--- src/rtl/tcpo_pkg.sv ---
package tcpo_pkg;

  localparam int NUM_CHAN = 3;
  localparam int TIME_W   = 32;
  localparam int LEN_W    = 16;
  localparam int CFG_IDX_W  = 3;
  localparam int CFG_DATA_W = 16;

  // Operation codes
  localparam logic [1:0] OP_PULSE = 2'd0;
  localparam logic [1:0] OP_TICK  = 2'd1;
  localparam logic [1:0] OP_FORCE = 2'd2;

  // Command codes
  localparam logic [1:0] CMD_NOP = 2'd0;
  localparam logic [1:0] CMD_ON  = 2'd1;
  localparam logic [1:0] CMD_OFF = 2'd2;
  localparam logic [1:0] CMD_ALM = 2'd3;

  // Configuration register indexes
  localparam logic [CFG_IDX_W-1:0] REG_ON_POL    = 3'd0;
  localparam logic [CFG_IDX_W-1:0] REG_OFF_POL   = 3'd1;
  localparam logic [CFG_IDX_W-1:0] REG_ALARM_POL = 3'd2;
  localparam logic [CFG_IDX_W-1:0] REG_MIN_LEN   = 3'd3;
  localparam logic [CFG_IDX_W-1:0] REG_MAX_LEN   = 3'd4;
  localparam logic [CFG_IDX_W-1:0] REG_TIMEOUT   = 3'd5;

  // Per-channel control for one executed word
  typedef struct packed {
    logic              start;
    logic              tick;
    logic              stop;
    logic [TIME_W-1:0] now;
    logic [LEN_W-1:0]  length;
    logic [LEN_W-1:0]  timeout;
  } tcpo_chan_ctl_t;

endpackage

--- src/rtl/tcpo_chan.sv ---
module tcpo_chan
  import tcpo_pkg::*;
(
  input  logic              clk,
  input  logic              rst,
  input  tcpo_chan_ctl_t    ctl,
  output logic              active_next,
  output logic [TIME_W-1:0] total_next
);

  logic              active;
  logic [TIME_W-1:0] start;
  logic [TIME_W-1:0] start_next;
  logic [LEN_W-1:0]  length;
  logic [LEN_W-1:0]  length_next;
  logic [TIME_W-1:0] total;
  logic [TIME_W-1:0] elapsed;
  logic              expired;

  // Elapsed time wraps modulo 2^32
  assign elapsed = ctl.now - start;
  assign expired = (elapsed >= {{(TIME_W-LEN_W){1'b0}}, length}) ||
                   (elapsed >= {{(TIME_W-LEN_W){1'b0}}, ctl.timeout});

  always_comb begin
    active_next = active;
    start_next  = start;
    length_next = length;
    total_next  = total;
    if (ctl.start) begin
      active_next = 1'b1;
      start_next  = ctl.now;
      length_next = ctl.length;
      total_next  = total + 1'b1;
    end else if (ctl.tick && active && expired) begin
      active_next = 1'b0;
      length_next = '0;
    end else if (ctl.stop) begin
      active_next = 1'b0;
      length_next = '0;
    end
  end

  always_ff @(posedge clk) begin
    if (rst) begin
      active <= 1'b0;
      start  <= '0;
      length <= '0;
      total  <= '0;
    end else begin
      active <= active_next;
      start  <= start_next;
      length <= length_next;
      total  <= total_next;
    end
  end

endmodule

--- src/rtl/three_channel_pulse_output_unit.sv ---
// Three one-shot pulse channels: motor on, motor off and alarm.
//
// Input channel (in_valid/in_ready) carries one word per item: operation,
// command, pulse_len_ms and now_ms. A pulse word clamps the length between
// min_pulse_ms and max_pulse_ms and starts the named channel; a tick word
// ends channels whose wrapping elapsed time reached their length or the
// hard timeout; a force-off word stops all channels.
// Output channel (out_valid/out_ready) returns exactly one status word per
// input word: accept flag, pin levels, reported flags, last command and time,
// and the three wrapping pulse counters.
//
// A word passes through the input register, then is executed into the result
// register, from which the receiver takes it.
// Throughput: one word per cycle while the receiver keeps up; the channel
// update is one 32-bit subtract and two compares per channel between the
// input and result registers. When the receiver stalls, the result register
// holds, the input register fills, and in_ready drops once both are full.
// Reset clears all channels, counters, last command, pending words, and loads
// the default configuration (active-high pins, 50/1000 ms clamp, 2000 ms cap).
// Configuration writes through cfg_we take effect at the next edge.
module three_channel_pulse_output_unit
  import tcpo_pkg::*;
(
  input  logic                  clk,
  input  logic                  rst,
  // configuration
  input  logic                  cfg_we,
  input  logic [CFG_IDX_W-1:0]  cfg_index,
  input  logic [CFG_DATA_W-1:0] cfg_data,
  // input words
  input  logic                  in_valid,
  output logic                  in_ready,
  input  logic [1:0]            operation,
  input  logic [1:0]            command,
  input  logic [LEN_W-1:0]      pulse_len_ms,
  input  logic [TIME_W-1:0]     now_ms,
  // result words
  output logic                  out_valid,
  input  logic                  out_ready,
  output logic                  accepted,
  output logic                  on_pin,
  output logic                  off_pin,
  output logic                  alarm_pin,
  output logic                  on_reported,
  output logic                  off_reported,
  output logic                  alarm_reported,
  output logic [1:0]            last_cmd,
  output logic [TIME_W-1:0]     last_cmd_time,
  output logic [TIME_W-1:0]     on_total,
  output logic [TIME_W-1:0]     off_total,
  output logic [TIME_W-1:0]     alarm_total
);

  // Configuration registers
  logic [NUM_CHAN-1:0] polarity;
  logic [LEN_W-1:0]    min_len;
  logic [LEN_W-1:0]    max_len;
  logic [LEN_W-1:0]    timeout;

  always_ff @(posedge clk) begin
    if (rst) begin
      polarity <= '1;
      min_len  <= 16'd50;
      max_len  <= 16'd1000;
      timeout  <= 16'd2000;
    end else if (cfg_we) begin
      unique case (cfg_index)
        REG_ON_POL:    polarity[0] <= cfg_data[0];
        REG_OFF_POL:   polarity[1] <= cfg_data[0];
        REG_ALARM_POL: polarity[2] <= cfg_data[0];
        REG_MIN_LEN:   min_len     <= cfg_data;
        REG_MAX_LEN:   max_len     <= cfg_data;
        REG_TIMEOUT:   timeout     <= cfg_data;
        default: ;
      endcase
    end
  end

  // Input register stage
  logic              s_valid;
  logic [1:0]        s_op;
  logic [1:0]        s_cmd;
  logic [LEN_W-1:0]  s_len;
  logic [TIME_W-1:0] s_now;
  logic              advance;
  logic              exec;

  // Advance whenever the result register is empty or being drained
  assign advance  = !out_valid || out_ready;
  assign in_ready = !s_valid || advance;
  assign exec     = s_valid && advance;

  always_ff @(posedge clk) begin
    if (rst) begin
      s_valid <= 1'b0;
    end else if (in_ready) begin
      s_valid <= in_valid;
    end
  end

  always_ff @(posedge clk) begin
    if (in_ready && in_valid) begin
      s_op  <= operation;
      s_cmd <= command;
      s_len <= pulse_len_ms;
      s_now <= now_ms;
    end
  end

  // Decode and clamp
  logic             is_pulse;
  logic             is_tick;
  logic             is_force;
  logic             refused;
  logic [LEN_W-1:0] bounded;

  assign is_pulse = (s_op == OP_PULSE);
  assign is_tick  = (s_op == OP_TICK);
  assign is_force = (s_op == OP_FORCE);
  assign refused  = is_pulse && (s_cmd == CMD_NOP);

  // When the bounds cross, a length below min_len gets min_len, any other max_len
  assign bounded = (s_len < min_len) ? min_len :
                   (s_len > max_len) ? max_len : s_len;

  // Channels
  tcpo_chan_ctl_t    chan_ctl    [NUM_CHAN];
  logic [NUM_CHAN-1:0] active_next;
  logic [TIME_W-1:0] total_next  [NUM_CHAN];

  for (genvar c = 0; c < NUM_CHAN; c++) begin : g_chan
    always_comb begin
      chan_ctl[c].start   = exec && is_pulse && (s_cmd == 2'(c + 1));
      chan_ctl[c].tick    = exec && is_tick;
      chan_ctl[c].stop    = exec && is_force;
      chan_ctl[c].now     = s_now;
      chan_ctl[c].length  = bounded;
      chan_ctl[c].timeout = timeout;
    end

    tcpo_chan u_chan (
      .clk         (clk),
      .rst         (rst),
      .ctl         (chan_ctl[c]),
      .active_next (active_next[c]),
      .total_next  (total_next[c])
    );
  end

  // Reported flags and last command
  logic [NUM_CHAN-1:0] reported;
  logic [NUM_CHAN-1:0] reported_next;
  logic [1:0]          cmd_reg;
  logic [1:0]          cmd_reg_next;
  logic [TIME_W-1:0]   cmd_time;
  logic [TIME_W-1:0]   cmd_time_next;

  always_comb begin
    reported_next = reported;
    cmd_reg_next  = cmd_reg;
    cmd_time_next = cmd_time;
    if (exec) begin
      // Refresh flags only on tick or force-off
      if (is_tick) begin
        reported_next = active_next;
      end else if (is_force) begin
        reported_next = '0;
      end
      if (is_pulse && !refused) begin
        cmd_reg_next  = s_cmd;
        cmd_time_next = s_now;
      end
    end
  end

  always_ff @(posedge clk) begin
    if (rst) begin
      reported <= '0;
      cmd_reg  <= CMD_NOP;
      cmd_time <= '0;
    end else begin
      reported <= reported_next;
      cmd_reg  <= cmd_reg_next;
      cmd_time <= cmd_time_next;
    end
  end

  // Result register: load on execute, drop valid once taken
  logic [NUM_CHAN-1:0] pin_next;

  // Pin is active XNOR polarity
  assign pin_next = ~(active_next ^ polarity);

  always_ff @(posedge clk) begin
    if (rst) begin
      out_valid      <= 1'b0;
      accepted       <= 1'b0;
      on_pin         <= 1'b0;
      off_pin        <= 1'b0;
      alarm_pin      <= 1'b0;
      on_reported    <= 1'b0;
      off_reported   <= 1'b0;
      alarm_reported <= 1'b0;
      last_cmd       <= CMD_NOP;
      last_cmd_time  <= '0;
      on_total       <= '0;
      off_total      <= '0;
      alarm_total    <= '0;
    end else if (exec) begin
      out_valid      <= 1'b1;
      accepted       <= !refused;
      on_pin         <= pin_next[0];
      off_pin        <= pin_next[1];
      alarm_pin      <= pin_next[2];
      on_reported    <= reported_next[0];
      off_reported   <= reported_next[1];
      alarm_reported <= reported_next[2];
      last_cmd       <= cmd_reg_next;
      last_cmd_time  <= cmd_time_next;
      on_total       <= total_next[0];
      off_total      <= total_next[1];
      alarm_total    <= total_next[2];
    end else if (out_ready) begin
      out_valid <= 1'b0;
    end
  end

endmodule

--- config.mk ---
export PLATFORM = sky130hd
export DESIGN_NAME = three_channel_pulse_output_unit
export DESIGN_NICKNAME = d
export VERILOG_FILES = /design/src/rtl/tcpo_pkg.sv /design/src/rtl/tcpo_chan.sv /design/src/rtl/three_channel_pulse_output_unit.sv
export SDC_FILE = /design/constraint.sdc
export NUM_CORES = 1
export LEC_CHECK = 0
export BUFFER_PORTS_ARGS = -buffer_cell sky130_fd_sc_hd__buf_2
export CAP_MARGIN = 30
export CORE_MARGIN = 4
export CORE_UTILIZATION = 53
export DETAILED_ROUTE_END_ITERATION = 6
export PLACE_DENSITY = 0.72
export SLEW_MARGIN = 40
export SYNTH_ARGS = -nofsm -noshare
export SYNTH_HDL_FRONTEND = slang
export SYNTH_SLANG_ARGS = --single-unit
--- constraint.sdc ---
create_clock -name clk -period 9.7 [get_ports clk]
set_input_delay 1.94 -clock clk [delete_from_list [all_inputs] [get_ports clk]]
set_output_delay 1.94 -clock clk [all_outputs]
set_load 0.01 [all_outputs]
# After elaboration in Yosys (flattened, before gate mapping)
# Cells that the tools add are included.
# totals
out_inout_bits	139
inputBits	76
wordCells	132
regBits	522
# op_classes
n_reduce_logical	37
add_sub_neg	6
n_eq_ne	10
muxes	30
order_cmp	8
n_bitwise	2
# op_table
op	n
$ge 32x16->1	6
$mux 32	5
$mux 16	9
$add 32x1->32 const B	3
$sub 32x32->32	3
$gt 16x16->1	1
$logic_and 1x1->1	16
$lt 16x16->1	1
$reduce_and 2->1	6
$mux 1	11
$mux 3	3
$reduce_bool 3->1	3
$eq 2x2->1 const B	3
$eq 3x2->1 const B	2
$eq 3x3->1 const B	2
$logic_or 1x1->1	5
$eq 2x1->1 const B	2
$logic_not 2->1	2
$mux 2	2
$eq 3x1->1 const B	1
$logic_not 1->1	3
$logic_not 3->1	1
$not 3->3	1
$xor 3x3->3	1
$reduce_bool 2->1	1

# Depth between registers and ports, before layout
# Gate-level depths: netlist (run 1).
# logic_depth
depth_word	10
ltp_mapped	23
mapped_depth_nobuf	22

# Modules after synthesis
# A second synthesis (run 1) with hierarchy kept.
# hier_totals
hier_cells	3479
area_unflattened_um2	29533.3
# by_module_without_submodules
mod	area_per_inst_um2	instances	seq_area_each_um2	cells_each
tcpo_chan at g_chan[0].u_chan ...	6313.6	2	1621.6	796
three_channel_pulse_output_unit	10689.0	1	6105.9	1121
tcpo_chan at g_chan[1].u_chan	6217.2	1	1621.6	766

# Least setup slack after synthesis (run 1)
# No wires, ideal clock.
# synth_path
kind	register to register
start	register s_now[4]
end	register alarm_pin
arrival_ns	4.631
slack_ns	4.978
path_stages_with_launch	22
synth_period_minus_slack_ns	4.722
setup_ns	0.091
path_buffers	0
required_time_ns	9.609
path_cell_list	edfxtp_1 ha_1 a21oi_1 and2_1 nand2_1 a21o_1 a21o_1 a21oi_1 o21bai_1 xor2_1 ha_1 nand3_1 nand2_1 a211o_1 a2111oi_0 o2111ai_1 a2111oi_0 o2111ai_1 nor4_2 o211ai_1 a21o_1 a311oi_1
# synth_between
elab_chain_len	8
word_cells_on_any_way	9
classes_between	add/sub: 1; order compare: 2; mux: 2; bitwise: 2; reduce/logical: 2
# synth_lines
element	line_no	text
from (decl)	three_channel_pulse_output_unit.sv:84	logic [TIME_W-1:0] s_now;
from (signal assigned)	three_channel_pulse_output_unit.sv:106	s_now <= now_ms;
$sub 32x32->32 *	tcpo_chan.sv:21	assign elapsed = ctl.now - start;
$ge 32x16->1 (on tied branches)	tcpo_chan.sv:22, tcpo_chan.sv:23	
$logic_or 1x1->1 *	tcpo_chan.sv:22	assign expired = (elapsed >= {{(TIME_W-LEN_W){1'b0}}, length}) ||
$logic_and 1x1->1 *	tcpo_chan.sv:35	end else if (ctl.tick && active && expired) begin
$mux 1 *	tcpo_chan.sv:35	
$mux 1 *	tcpo_chan.sv:30	if (ctl.start) begin
$xor 3x3->3 *	three_channel_pulse_output_unit.sv:192	assign pin_next = ~(active_next ^ polarity);
$not 3->3 *	three_channel_pulse_output_unit.sv:192	
to (signal assigned)	three_channel_pulse_output_unit.sv:214	alarm_pin <= pin_next[2];
to (decl)	three_channel_pulse_output_unit.sv:43	output logic alarm_pin,
# Mark *: on every way between the ends. The rest lies on a longest branch, timed or not.
# A chain may end at the register's enable or synchronous reset.

# Worst setup path after layout (run 1)
# layout_path
start	register s_now[1]
end	register g_chan[2].u_chan.length[13]
# layout_between
elab_chain_len	6
word_cells_on_any_way	8
classes_between	add/sub: 1; order compare: 2; mux: 2; reduce/logical: 3
# layout_lines
element	line_no	text
$sub 32x32->32 *	tcpo_chan.sv:21	
$ge 32x16->1 (on tied branches)	tcpo_chan.sv:22, tcpo_chan.sv:23	
$logic_or 1x1->1 *	tcpo_chan.sv:22	
$logic_and 1x1->1 *	tcpo_chan.sv:35	
$mux 16	tcpo_chan.sv:35	
$mux 16	tcpo_chan.sv:30	
to (signal assigned)	tcpo_chan.sv:53	length <= length_next;
to (decl)	tcpo_chan.sv:14	logic [LEN_W-1:0] length;
# Marks and branches as above.

==> results by group, run 1 <==
Outcome
  – Outcome: finished, final reports clean

Min path
  – HP Class: flip-flop to flip-flop

STA
  – Slew at the pin with the worst max-slew slack: about 900 ps
  – Crit share post-route: 0.635
  – Final-report max-slew violation count: 0
  – Max_slew headroom: 0.396
  – RSZ-0062 raised after global routing: false
  – FMAX: between 150 and 200 MHz
  – Final setup vio count: 0
  – Max Clock Skew: roughly 35 ps
  – Setup TNS: 0 ps
  – Fin crit period: 6160 ps
  – Final hold vios: 0

Power and ir drop
  – Pwr dens: between 150 and 200 nW/µm²
  – VDD IR max: ~0.15 mV
  – Leak: ~12 nW

Floorplanning
  – Die H: approximately 240 µm
  – I/O pin count: between 200 and 250
  – Die ar.: between 50000 and 60000 µm²
  – Starting Density: 0.539
  – Chip Width: ~240 µm
  – Rows: 83
  – Area of the core: between 50000 and 60000 µm²

Placement
  – Placer congestion estimate: 0.918
  – Hpwl dp: approximately 60000 µm
  – Placed Area: 29400 µm²
  – Port Buffers: roughly 210

Finish
  – Top Registers: g_chan.u_chan.start x96, g_chan.u_chan.total x96, g_chan.u_chan.length x48
  – Design area: roughly 31000 µm²
  – Area Growth Syn to Fin: 12.5%
  – Commonest non-fill, non-tap cell in the layout: dfxtp_1
  – Layout cells sized above 1: 0.105
  – Commonest cells after routing, fill and taps aside: 470 x dfxtp_1, 433 x nand2_1, 409 x nor2_1, 262 x a21oi_1, 223 x ha_1
  – Nets: around 3700

Yosys
  – Top_reg_cell synth: dfxtp_1
  – Seq/Total Area, Yosys: 0.394
  – Post-Synthesis Net Count: 3603
  – Synthesized area per cell: around 8.4 µm²
  – Post-synth cell types: 90
  – #FFs+latches synth: around 520
  – Ys Warns: 0
  – Asr flop ratio synth: 0
  – Post-Syn Area: ~28000 µm²
  – Post-synth EDFFs: 52
  – Syn Inst Count: about 3300

CTS
  – Clock buffer depth: 3
  – Worst-path clk slew: 60 ps
  – # resized after CTS: 0
  – Post-CTS setup buffer count: 0
  – Cts bufs inserted: 54
  – CTS tree: done
  – H-tree levels: 2
  – Cts hold-fix bufs: 0
  – Clk root buf: clkbuf_16
  – Clock Sinks: between 500 and 600
  – Clock Latency Late Sink: between 600 and 700 ps

Critical path
  – Crit end category: flip-flop
  – R2r setup slk: 3540 ps
  – Worst Setup Start Kind: flip-flop
  – WP data arrival: between 6000 and 7000 ps
  – Max FO, Critical Path: 16
  – Crit Path Category: flip-flop to flip-flop
  – Worst EP required: around 10000 ps

Drt
  – Met2 WL post-DR: around 37000 µm
  – Vias: roughly 24000
  – Iter 0 DRT Violations: between 1500 and 2000
  – Detail Route met3 WL: around 5400 µm
  – Post-Route WL: between 70000 and 80000 µm
  – Via-to-Cell Ratio: 5.86
  – DRT met1 WL: ~34000 µm
  – DR pass1 iterations: 5
  – Avg WL per Cell: about 19 µm
  – Top routing layer used: met5
  – Residual DRC: 0
  – Final ANT Viol Nets: 0

Global routing
  – Vias in the first global route: roughly 24000
  – Gr usage total: 0.272
  – First-pass GRT wire length: ~130000 µm
  – Gr ovfl total: 0
  – Antenna violations before repair: 10
  – Largest net degree at the start of global routing: approximately 140

Flow run
  – Max-cap violations: 0
[layout make-up]
class | instances | area, µm²
Inverter | 209 | 785
Timing Repair Buffer | 231 | 1260
Multi-Input combinational cell | 2413 | 15500
Clock buffer | 76 | 1630
Sequential cell | 522 | 11000
Fill cell | 4530 | 20300
Antenna cell | 3 | 7.51
Clock inverter | 26 | 295
Tap cell | 680 | 851
[synth_stat cells, types with 56 or more instances]
library cell	count	area [µm²]
a21oi_1	263	1320
a211oi_1	156	1170
nand2_1	433	1630
nand3_1	56	280
dfxtp_1	470	9410
xnor2_1	72	631
inv_1	209	785
mux2i_1	69	691
o21ai_0	80	400
clkbuf_1	142	533
ha_1	223	2790
xor2_1	78	683
nor2_1	414	1550
[where the power goes]
part | leakage (nW) | total (W) | internal [W] | switching, W
combinational | 7.05 | 0.000723 | 0.000273 | 0.000451
sequential | 4.32 | 0.00230 | 0.00224 | 0.0000587
clock | 0.945 | 0.00220 | 0.00129 | 0.000911
total | 12.3 | 0.00523 | 0.00381 | 0.00142
[through the flow]
| step | hold WS, ps | util | worst slack, ps | std cells | total power [W] |
|---|---|---|---|---|---|
| 2_1_floorplan | 434 | - | 4980 | 3301 | 0.00282 |
| 3_3_place_gp | 442 | 0.568 | 3970 | 4052 | 0.00304 |
| 3_5_place_dp | 446 | 0.569 | 3680 | 4053 | 0.00306 |
| 4_1_cts | 454 | 0.606 | 3650 | 4155 | 0.00525 |
| 5_1_grt | 467 | 0.607 | 3100 | 4158 | 0.00544 |
| 6_report | 453 | 0.607 | 3540 | 4160 | 0.00523 |
[per-layer routing]
metal  vias up  track usage
met3       188       0.0567
met4        12        0.100
met1     11581        0.355
met2       713        0.448
li1      11902            -
met5         -            0
[path summary, 6_finish.rpt]
| check | to | depth (start not counted) | from |
|---|---|---|---|
| max | g_chan[2].u_chan.length[13] | 19 | s_now[1] |
| min | g_chan[2].u_chan.start[22] | 2 | g_chan[2].u_chan.start[22] |
| max reg2reg | g_chan[2].u_chan.length[13] | 19 | s_now[1] |
| min reg2reg | g_chan[2].u_chan.start[22] | 2 | g_chan[2].u_chan.start[22] |
[worst max-delay path, stage by stage (launching register included)]
cell       delay (ps)
edfxtp_1          490
inv_1             200
fa_1              490
nor2b_1           190
o211ai_1          140
a31oi_1           370
a31oi_1           260
xnor2_1           280
ha_1              310
and3_1            190
o21ai_0           200
o2111ai_1         130
a2111oi_0         370
o2111ai_1         190
a2111oi_0         490
o2111ai_1         210
nor4_2            780
nor2_1             70
nand2_1           450
a32o_1            260
[kinds of logic (layout without fill, tap and decap cells)]
kind of cell    Yosys count  count (layout)  synth area share
flops                   522             522             0.394
fa+ha+maj               227             227             0.103
other cells               0               3                 0
compound gates          791             791             0.191
simple gates           1172            1172             0.188
xor+xnor                150             150            0.0472
buf+inv                 366             542            0.0500
mux                      73              73            0.0264
(Power assumes the default switching activity.)
==> run 2: changes to the inputs <==
Clock period 9.7 ns to 5.7 ns, I/O delays scaled along.
==> run 2 against run 1 <==
The flow now finishes with violations (DRC). Sequential power grew 70%. Die area unchanged. Sequential share of layout area decreased by 0.19 points. Core utilization grew 0.33 points. Count of clock-buffer cells in the layout shrank 1. Flip-flop and latch count unchanged. Via count increased by 0.44%. Clock skew shrank 5.9 ps. Largest cell class unchanged.
==> results by group, run 2 (same netlist as run 1, synthesis figures left out) <==
Outcome
  – Outcome: finished with violations
  – Failing checks: DRC

Critical path
  – Max FO, Critical Path: 4
  – Worst Setup Start Kind: flip-flop
  – R2r setup slk: roughly 360 ps
  – Worst R2R Start: s_now[0]
  – WP data arrival: between 5000 and 6000 ps
  – Worst setup endpoint: alarm_pin
  – Worst EP required: 6230 ps
  – Worst setup path start: s_now[0]
  – Reg2Reg Capture Point: alarm_pin
  – Crit end category: flip-flop
  – R2R depth: 21
  – Crit Path Category: flip-flop to flip-flop

STA
  – Fin crit period: approximately 5300 ps
  – Final-report max-slew violation count: 0
  – Setup TNS: 0 ps
  – Max Clock Skew: ~30 ps
  – Final setup vio count: 0
  – Crit share post-route: 0.937
  – Slew at the pin with the worst max-slew slack: a little over 800 ps
  – RSZ-0062 raised after global routing: false
  – FMAX: ~190 MHz
  – Max_slew headroom: 0.452
  – Final hold vios: 0

Power and ir drop
  – Pwr dens: around 280 nW/µm²
  – Leak: 12.4 nW
  – VDD IR max: 0.258 mV

Flow run
  – Max-cap violations: 0

Placement
  – Placer congestion estimate: 1.03
  – Port Buffers: between 200 and 250
  – Hpwl dp: 59900 µm
  – DP Cell Count: 4070

CTS
  – Clk root buf: clkbuf_16
  – CTS tree: done
  – H-tree levels: 2
  – Clock buffer depth: 3
  – Clock Sinks: about 520
  – Worst-path clk slew: around 60 ps
  – Clock Latency Late Sink: between 600 and 700 ps
  – Cts bufs inserted: 53

Global routing
  – Vias in the first global route: roughly 24000
  – Antenna violations before repair: 8
  – Gr usage total: 0.271
  – First-pass GRT wire length: between 100000 and 150000 µm
  – Gr ovfl total: 0
  – Largest net degree at the start of global routing: 141

Finish
  – Area Growth Syn to Fin: 13.1%
  – Top Registers: g_chan.u_chan.start x96, g_chan.u_chan.total x96, g_chan.u_chan.length x48
  – Area occupied by registers: around 11000 µm²
  – Area occupied by multi-input gates: about 16000 µm²
  – Layout cells sized above 1: 0.110
  – Commonest non-fill, non-tap cell in the layout: dfxtp_1
  – Nets: 3749
  – Commonest cells after routing, fill and taps aside: 470 x dfxtp_1, 433 x nand2_1, 409 x nor2_1, 262 x a21oi_1, 223 x ha_1
  – Fill count: 4393
  – Fin cells: approximately 4200

Floorplanning
  – Die H: about 240 µm
  – Area of the core: a little over 50000 µm²
  – Chip Width: approximately 240 µm
  – Rows: 83
  – Starting Density: 0.539
  – Die ar.: 56300 µm²
  – I/O pin count: 215

Drt
  – Final ANT Viol Nets: 0
  – DR pass1 iterations: 7
  – Residual DRC: 7
  – Vias: between 20000 and 25000
  – Avg WL per Cell: 19.2 µm
  – Post-Route WL: 80000 µm
  – Iter 0 DRT Violations: about 1900
  – Via-to-Cell Ratio: about 5.9

Min path
  – HP Class: flip-flop to flip-flop
run 2: changes by cell type in the layout (fill, tap and decap cells not counted), moves of 3 or more:
cell,delta
a2111oi_0,-3
clkbuf_8,-6
buf_4,+17
clkinv_2,-3
clkbuf_1,+7
run 2: how the worst min path moves through the flow:
stage	startpoint	end	slack, ps	cells after the start
floorplan	reported[0]	reported[0]	430	2
global placement	min_len[7]	min_len[7]	440	2
detailed placement	g_chan[0].u_chan.start[16]	g_chan[0].u_chan.start[16]	450	2
CTS	g_chan[0].u_chan.start[16]	g_chan[0].u_chan.start[16]	450	2
global route	min_len[2]	min_len[2]	470	2
finish	g_chan[0].u_chan.start[11]	g_chan[0].u_chan.start[11]	450	2
run 2: what timing repair did:
item | CTS | global route
gates resized for setup | 0 | 14
hold buffers | 0 | 0
buffers inserted | 0 | 1
setup endpoints to repair | 0 | 37
run 2: final cells by class:
type / instances / share of cell area
clock inverter: 25 / 0.0111
timing repair buffer: 248 / 0.0451
sequential: 522 / 0.348
multi-input combinational: 2413 / 0.495
antenna: 3 / 0.000238
clock buffer: 75 / 0.0483
tap: 680 / 0.0270
inverter: 209 / 0.0249
run 2: routing by layer:
layer / global-route usage / up-vias / share of wire
li1: - / 11924 / -
met1: 0.355 / 11615 / 0.43
met2: 0.449 / 774 / 0.47
met3: 0.0572 / 179 / 0.075
met4: 0.0890 / 12 / 0.031
met5: 0 / - / 0.00084
run 2: stage by stage:
stage                     setup WS [ps]   util  hold WS, ps  power, W  instance area, µm²
after CTS                           117  0.608          454   0.00887               31400
after detailed placement            135  0.572          446   0.00521               29500
after global routing               3.05  0.610          470   0.00919               31500
after floorplan                     978      -          434   0.00480               27800
final                               357  0.610          452   0.00884               31500
after global placement              346  0.571          442   0.00517               29500
run 2: critical path: stages (launching register included):
cell	delay (ps)
edfxtp_1	410
inv_1	140
ha_1	250
fa_1	420
nor2b_1	190
o211ai_1	170
a31oi_2	300
a31oi_1	230
xnor2_1	280
ha_1	300
and3_1	170
o21ai_0	240
o2111ai_1	160
a2111oi_1	320
o2111ai_1	210
a2111oi_2	280
o2111ai_1	180
nor4_2	240
buf_4	190
o211ai_1	110
a21o_1	200
a311oi_1	270
run 2: where the power goes:
group	internal [W]	switching [W]	total, W
clock network	0.00215	0.00152	0.00367
registers	0.00382	0.0000929	0.00391
logic	0.000476	0.000775	0.00125
total	0.00645	0.00239	0.00884
